<file path="config.mk">
export PLATFORM = sky130hd
export DESIGN_NAME = jhn_div
export DESIGN_NICKNAME = d
export VERILOG_FILES = /design/src/design/jhn_pkg.sv /design/src/design/jhn_div.sv
export SDC_FILE = /design/constraint.sdc
export NUM_CORES = 1
export LEC_CHECK = 0
export BUFFER_PORTS_ARGS = -buffer_cell sky130_fd_sc_hd__buf_2
export CAP_MARGIN = 10
export CORE_MARGIN = 10
export CORE_UTILIZATION = 40
export DETAILED_ROUTE_END_ITERATION = 7
export GPL_TIMING_DRIVEN = 1
export HOLD_SLACK_MARGIN = 0.1
export SETUP_SLACK_MARGIN = 0.4
export SYNTH_ARGS = -nofsm -noshare
export SYNTH_HDL_FRONTEND = slang
export SYNTH_SLANG_ARGS = --single-unit
</file>
<file path="constraint.sdc">
create_clock -name clk -period 5.6 [get_ports clk]
set_clock_uncertainty 0.15 [all_clocks]
set_input_delay 0.56 -clock clk [delete_from_list [all_inputs] [get_ports clk]]
set_output_delay 0.56 -clock clk [all_outputs]
set_load 0.02 [all_outputs]
</file>
<file path="src/design/jhn_pkg.sv">
// Shared types, constants and helpers of the joint histogram NMI block.
package jhn_pkg;

    localparam int MAX_WIDTH     = 2048;
    localparam int MAX_HEIGHT    = 2048;
    localparam int BIN_COUNT     = 32;
    localparam int LOG_FRAC_BITS = 16;

    localparam int GREY_W      = 8;
    localparam int SIZE_W      = 12;
    localparam int POS_W       = 11;
    localparam int BIN_W       = $clog2(BIN_COUNT);
    localparam int JOINT_DEPTH = BIN_COUNT * BIN_COUNT;
    localparam int JIDX_W      = 2 * BIN_W;
    localparam int CNT_W       = 23;
    localparam int EXP_W       = 5;
    localparam int LOG_W       = EXP_W + LOG_FRAC_BITS;
    localparam int MANT_W      = 31;
    localparam int FCNT_W      = $clog2(LOG_FRAC_BITS);
    localparam int PROD_W      = CNT_W + LOG_W;
    localparam int ACC_W       = PROD_W + JIDX_W + 1;
    localparam int NUM_W       = PROD_W + 1;
    localparam int QF_BITS     = 30;
    localparam int DVD_W       = NUM_W + QF_BITS;
    localparam int DSTEP_W     = $clog2(DVD_W);
    localparam int NMI_W       = 32;
    localparam int CFG_IDX_W   = 3;
    localparam int CFG_DATA_W  = 12;

    localparam logic [CNT_W-1:0] CNT_MAX = '1;
    localparam logic [NMI_W-1:0] NMI_MAX = 32'h8000_0000;

    localparam logic [CFG_IDX_W-1:0] CFG_IMAGE_WIDTH  = 3'd0;
    localparam logic [CFG_IDX_W-1:0] CFG_IMAGE_HEIGHT = 3'd1;
    localparam logic [CFG_IDX_W-1:0] CFG_BG_BLUE      = 3'd2;
    localparam logic [CFG_IDX_W-1:0] CFG_BG_GREEN     = 3'd3;
    localparam logic [CFG_IDX_W-1:0] CFG_BG_RED       = 3'd4;

    typedef struct packed {
        logic [GREY_W-1:0] rendered_grey;
        logic [GREY_W-1:0] video_grey;
        logic [GREY_W-1:0] rendered_blue;
        logic [GREY_W-1:0] rendered_green;
        logic [GREY_W-1:0] rendered_red;
        logic              frame_end;
    } in_word_t;

    typedef struct packed {
        logic [NMI_W-1:0] nmi_value;
        logic [CNT_W-1:0] sample_count;
    } out_word_t;

    typedef enum logic [3:0] {
        ST_CLEAR,
        ST_IDLE,
        ST_WR,
        ST_NL,
        ST_NL_WAIT,
        ST_BIN_ADDR,
        ST_BIN_SEL,
        ST_BIN_WAIT,
        ST_BIN_NEXT,
        ST_DIV,
        ST_DIV_WAIT,
        ST_OUT
    } seq_state_t;

    typedef enum logic [1:0] {
        PH_ROW,
        PH_COL,
        PH_JOINT
    } phase_t;

    typedef enum logic [1:0] {
        LG_IDLE,
        LG_NORM,
        LG_SQ,
        LG_MUL
    } log_state_t;

    function automatic logic [CNT_W-1:0] sat_inc(input logic [CNT_W-1:0] v);
        return (v == CNT_MAX) ? v : v + CNT_W'(1);
    endfunction

endpackage

</file>
<file path="src/design/jhn_div.sv">
// Restoring divider: floor(num * 2^30 / den), one quotient bit per cycle, saturated at 2.0.
module jhn_div (
    input  logic                       clk,
    input  logic                       rst_n,
    input  logic                       start,
    input  logic [jhn_pkg::NUM_W-1:0]  num,
    input  logic [jhn_pkg::PROD_W-1:0] den,
    output logic                       done,
    output logic [jhn_pkg::NMI_W-1:0]  quotient
);

    localparam int HW = jhn_pkg::PROD_W;
    localparam int QW = jhn_pkg::NMI_W;

    logic                        busy_reg, busy_next;
    logic                        done_reg, done_next;
    logic [jhn_pkg::DSTEP_W-1:0] cnt_reg, cnt_next;
    logic [jhn_pkg::DVD_W-1:0]   dvd_reg, dvd_next;
    logic [HW-1:0]               rem_reg, rem_next;
    logic [HW-1:0]               den_reg, den_next;
    logic [QW:0]                 q_reg, q_next;
    logic                        ovf_reg, ovf_next;
    logic [HW:0]                 r2;
    logic                        ge;

    assign r2 = {rem_reg, dvd_reg[jhn_pkg::DVD_W-1]};
    assign ge = r2 >= {1'b0, den_reg};

    always_ff @(posedge clk or negedge rst_n)
    begin
        if (!rst_n)
        begin
            busy_reg <= 1'b0;
            done_reg <= 1'b0;
        end
        else
        begin
            busy_reg <= busy_next;
            done_reg <= done_next;
        end
    end

    always_ff @(posedge clk)
    begin
        cnt_reg <= cnt_next;
        dvd_reg <= dvd_next;
        rem_reg <= rem_next;
        den_reg <= den_next;
        q_reg   <= q_next;
        ovf_reg <= ovf_next;
    end

    always_comb
    begin
        busy_next = busy_reg;
        done_next = 1'b0;
        cnt_next  = cnt_reg;
        dvd_next  = dvd_reg;
        rem_next  = rem_reg;
        den_next  = den_reg;
        q_next    = q_reg;
        ovf_next  = ovf_reg;
        if (!busy_reg)
        begin
            if (start)
            begin
                busy_next = 1'b1;
                cnt_next  = '0;
                dvd_next  = {num, jhn_pkg::QF_BITS'(0)};
                rem_next  = '0;
                den_next  = den;
                q_next    = '0;
                ovf_next  = 1'b0;
            end
        end
        else
        begin
            rem_next = ge ? HW'(r2 - {1'b0, den_reg}) : r2[HW-1:0];
            dvd_next = {dvd_reg[jhn_pkg::DVD_W-2:0], 1'b0};
            q_next   = {q_reg[QW-1:0], ge};
            ovf_next = ovf_reg | q_reg[QW];
            cnt_next = cnt_reg + jhn_pkg::DSTEP_W'(1);
            if (cnt_reg == jhn_pkg::DSTEP_W'(jhn_pkg::DVD_W - 1))
            begin
                busy_next = 1'b0;
                done_next = 1'b1;
            end
        end
    end

    assign done     = done_reg;
    assign quotient = (ovf_reg || q_reg > {1'b0, jhn_pkg::NMI_MAX}) ?
                      jhn_pkg::NMI_MAX : q_reg[QW-1:0];

endmodule
</file>
==> Flow_metrics.wiki <==
{| class="wikitable"
! Metric !! Value
|-
| Cell area after placement || 10900 um2
|-
| Max-slew headroom || 0.367
|-
| Combined area of the multi-input logic cells || ~4400 um2
|-
| Number of nets in the finished design || 1117
|-
| Critical Path Max Stage Delay || ~0.77 ns
|-
| R2R Setup Slk || ~1.5 ns
|-
| Wire length of the first global-routing pass || 35.6 mm
|-
| Port buffer count || 124
|-
| Highest-count cells in the layout ignoring fill and taps || 174 x sky130_fd_sc_hd__edfxtp_1, 124 x sky130_fd_sc_hd__buf_2, 71 x sky130_fd_sc_hd__and2_1
|-
| Die width || ~180 um
|-
| # clock sinks || 176
|-
| TritonCTS buffer count || 17
|-
| Syn Nets || 1009
|-
| Endpoint of the worst register-to-register path || rem_reg[5]
|-
| Netlist area before placement || 10000 um2
|-
| Worst-Skew Late Latency || 0.44 ns
|-
| Actual transition at the worst max-transition pin || 0.950 ns
|-
| Classification of the worst-slack hold path || input port to flip-flop
|-
| Critical-path cell list || ha_1 > a211oi_2 > o21bai_1 > nor4_2 > o21ba_2 > a31o_4 > a21oi_2 > a221o_1 > a21o_2 > buf_4 > mux2i_1 > nor2b_1
|-
| Primary FF master, synth || sky130_fd_sc_hd__edfxtp_1
|-
| Register bit count reported by yosys || between 150 and 200
|-
| Slowest cell on the critical path || sky130_fd_sc_hd__a21o_2
|-
| Fillers || 2339
|-
| Cells after Synth || 870
|-
| Count of unique library cells instantiated by Yosys || 62
|-
| Post-route setup TNS || 0 ns
|-
| Core region area || 24500 um2
|-
| Number of detailed-route iterations in the first pass || 5
|-
| Worst endpoint data arrival time || between 4 and 5 ns
|-
| Detailed placement HPWL || 15.5 mm
|-
| CTS tree || yes
|-
| Pwr per Cell Area || 553 nW/um2
|-
| DRC viols || 0
|-
| Number of ports placed on the die boundary || 125
|-
| Highest clock rate || around 240 MHz
|-
| Maximum buffer depth of the clock tree || 2
|-
| Setup violators final || 0
|-
| DRC violation total after the first TritonRoute iteration || 448
|-
| Fraction of registers with async set/reset || 0.0114
|-
| Floorplan die height || 178 um
|-
| Final Power || ~0.0064 W
|-
| Antenna fix cells || 0
|-
| Largest net degree at the start of global routing || 84
|-
| Via count of the first global-routing pass || just under 7000
|-
| Result of the run || complete, no violations
|-
| Startpoint types || flip-flop
|-
| Overall track demand over capacity in global routing || 0.139
|-
| Final Non-Filler Cells || roughly 1300
|-
| Max cap viols || 0
|-
| Via/cell ratio || 5.13
|-
| Startpoint of the most critical setup path || rem_reg[5]
|-
| Average cell area after synthesis || between 10 and 15 um2
|-
| Area overhead of the layout relative to synthesis || 15.0%
|-
| Category of the worst setup path capture point || flip-flop
|-
| Wirelength per Cell || 16.7 um
|-
| Period utilisation layout || 0.734
|-
| Classification of the worst setup path || flip-flop to flip-flop
|-
| Final core utilization || 0.470
|-
| Die Outline Area || 31800 um2
|-
| Final std cell area, no fill || 11500 um2
|-
| Standby leakage power || 4.96 nW
|-
| VDD IR-drop max || 0.193 mV
|-
| RePlAce Congestion || 0.831
|-
| Drt total wl || 22.0 mm
|-
| Number of placed cells counting well taps || 1282
|-
| Antenna violations before repair || 0
|-
| Number of enable-type register cells in the synthesized netlist || 174
|-
| Worst Hold Path Cells || 1
|-
| Most common library cell in the layout ignoring fill and taps || sky130_fd_sc_hd__edfxtp_1
|-
| End of the critical path || rem_reg[5]
|-
| Residual antenna-violating net count after detailed routing || 0
|-
| Master cell of the clock root buffer || sky130_fd_sc_hd__clkbuf_16
|-
| Reg-to-reg critical path startpoint || rem_reg[5]
|-
| Layout cell share with drive strength beyond 1 || 0.219
|-
| Largest area contributor in the netlist || sky130_fd_sc_hd__edfxtp_1
|-
| Unrepaired setup endpoints after global routing || no
|-
| Top post-synthesis cells by area || sky130_fd_sc_hd__edfxtp_1 52%, sky130_fd_sc_hd__ha_1 5.7%, sky130_fd_sc_hd__mux2_2 5.1%
|-
| Hold Violations, Final || 0
|-
| Peak fanout along the critical path || 36
|-
| Site Rows || 57
|-
| Portion of synthesized cell area occupied by the leading cell type || 0.521
|-
| Via total after detailed routing || 6748
|-
| Synth warnings || 0
|-
| Cell depth of the worst flop-to-flop path || 12
|-
| Overflow left after global routing || 0
|-
| Share of synthesized area occupied by flip-flops and latches || 0.526
|-
| Number of max-slew violations in the final report || 0
|-
| Clock slew seen by the registers of the worst setup and hold paths || about 0.080 ns
|-
| Largest register FFs || 45
|-
| Required time worst endpoint || 5.64 ns
|-
| Total number of H-tree levels || 4
|-
| Effective utilization at floorplan || 0.409
|-
| Final min period || 4.11 ns
|-
| Area of all sequential standard cells || approximately 5300 um2
|}
-- cell families after synthesis --
kind of cell,count (synthesis),synth area share
buf+inv,97,0.0402
flops,176,0.526
fa+ha+maj,47,0.0594
simple gates,257,0.141
compound gates,173,0.114
xor+xnor,45,0.0393
mux,75,0.0804
-- routing by layer --
layer,track usage,vias up,part of all wire
li1,-,3392,-
met1,0.197,3198,0.50
met2,0.212,138,0.45
met3,0.0254,20,0.038
met4,0.0410,0,0.013
met5,0,-,0
-- power by group --
part | internal, W | switching, W
clock network | 0.000602 | 0.000602
logic | 0.00127 | 0.00149
registers | 0.00215 | 0.000263
total | 0.00402 | 0.00236
-- worst min path at each step --
stage,startpoint,to
6_report,den[17],den_reg[17]
5_1_grt,den[14],den_reg[14]
4_1_cts,den[14],den_reg[14]
3_5_place_dp,rst_n,done
3_3_place_gp,rst_n,done
2_1_floorplan,rst_n,busy_reg
-- Yosys cell counts (8+ instances only) --
cell                         n
sky130_fd_sc_hd__inv_1      57
sky130_fd_sc_hd__a21oi_1    52
sky130_fd_sc_hd__xor2_1     18
sky130_fd_sc_hd__xnor2_1    27
sky130_fd_sc_hd__mux2i_1    30
sky130_fd_sc_hd__nand2_1    52
sky130_fd_sc_hd__clkbuf_1   32
sky130_fd_sc_hd__ha_1       46
sky130_fd_sc_hd__o21ai_0    35
sky130_fd_sc_hd__and2_1     71
sky130_fd_sc_hd__nand4_1    11
sky130_fd_sc_hd__nor2_1     29
sky130_fd_sc_hd__a21o_1     19
sky130_fd_sc_hd__nor4_1      8
sky130_fd_sc_hd__o21bai_1    9
sky130_fd_sc_hd__mux2_2     45
sky130_fd_sc_hd__o211a_1    11
sky130_fd_sc_hd__nor2b_1    42
sky130_fd_sc_hd__nand3_1    11
sky130_fd_sc_hd__edfxtp_1  174
-- critical path, delay by kind of cell, from the launching register on --
family                   cells  cell delay (ns)
AO/OA/AOI/OAI                7             2.06
buffers and inverters        1             0.45
adder cells (fa/ha/maj)      1             0.42
flip-flops                   1             0.40
multiplexers                 1             0.23
AND/OR/NAND/NOR              2             0.15
-- stage by stage --
stage	hold slack, ns	worst slack, ns
2_1_floorplan	0.114	1.56
3_3_place_gp	0.198	1.55
3_5_place_dp	0.199	1.48
4_1_cts	0.129	1.47
5_1_grt	0.127	1.18
6_report	0.141	1.49
-- what timing repair did --
action	CTS	global route
hold buffers	1	0
hold endpoints to repair	2	0
gates resized for setup	0	0
buffers inserted	0	0
-- area by class of cell --
class / instances / share of cell area
clock buffers: 17 / 0.0369
multi-input cells: 597 / 0.378
flip-flops and latches: 176 / 0.458
repair buffers: 129 / 0.0584
inverters: 57 / 0.0188
clock inverters: 15 / 0.0148
well taps: 324 / 0.0352
Note: power is estimated with default switching activity, not from simulation.
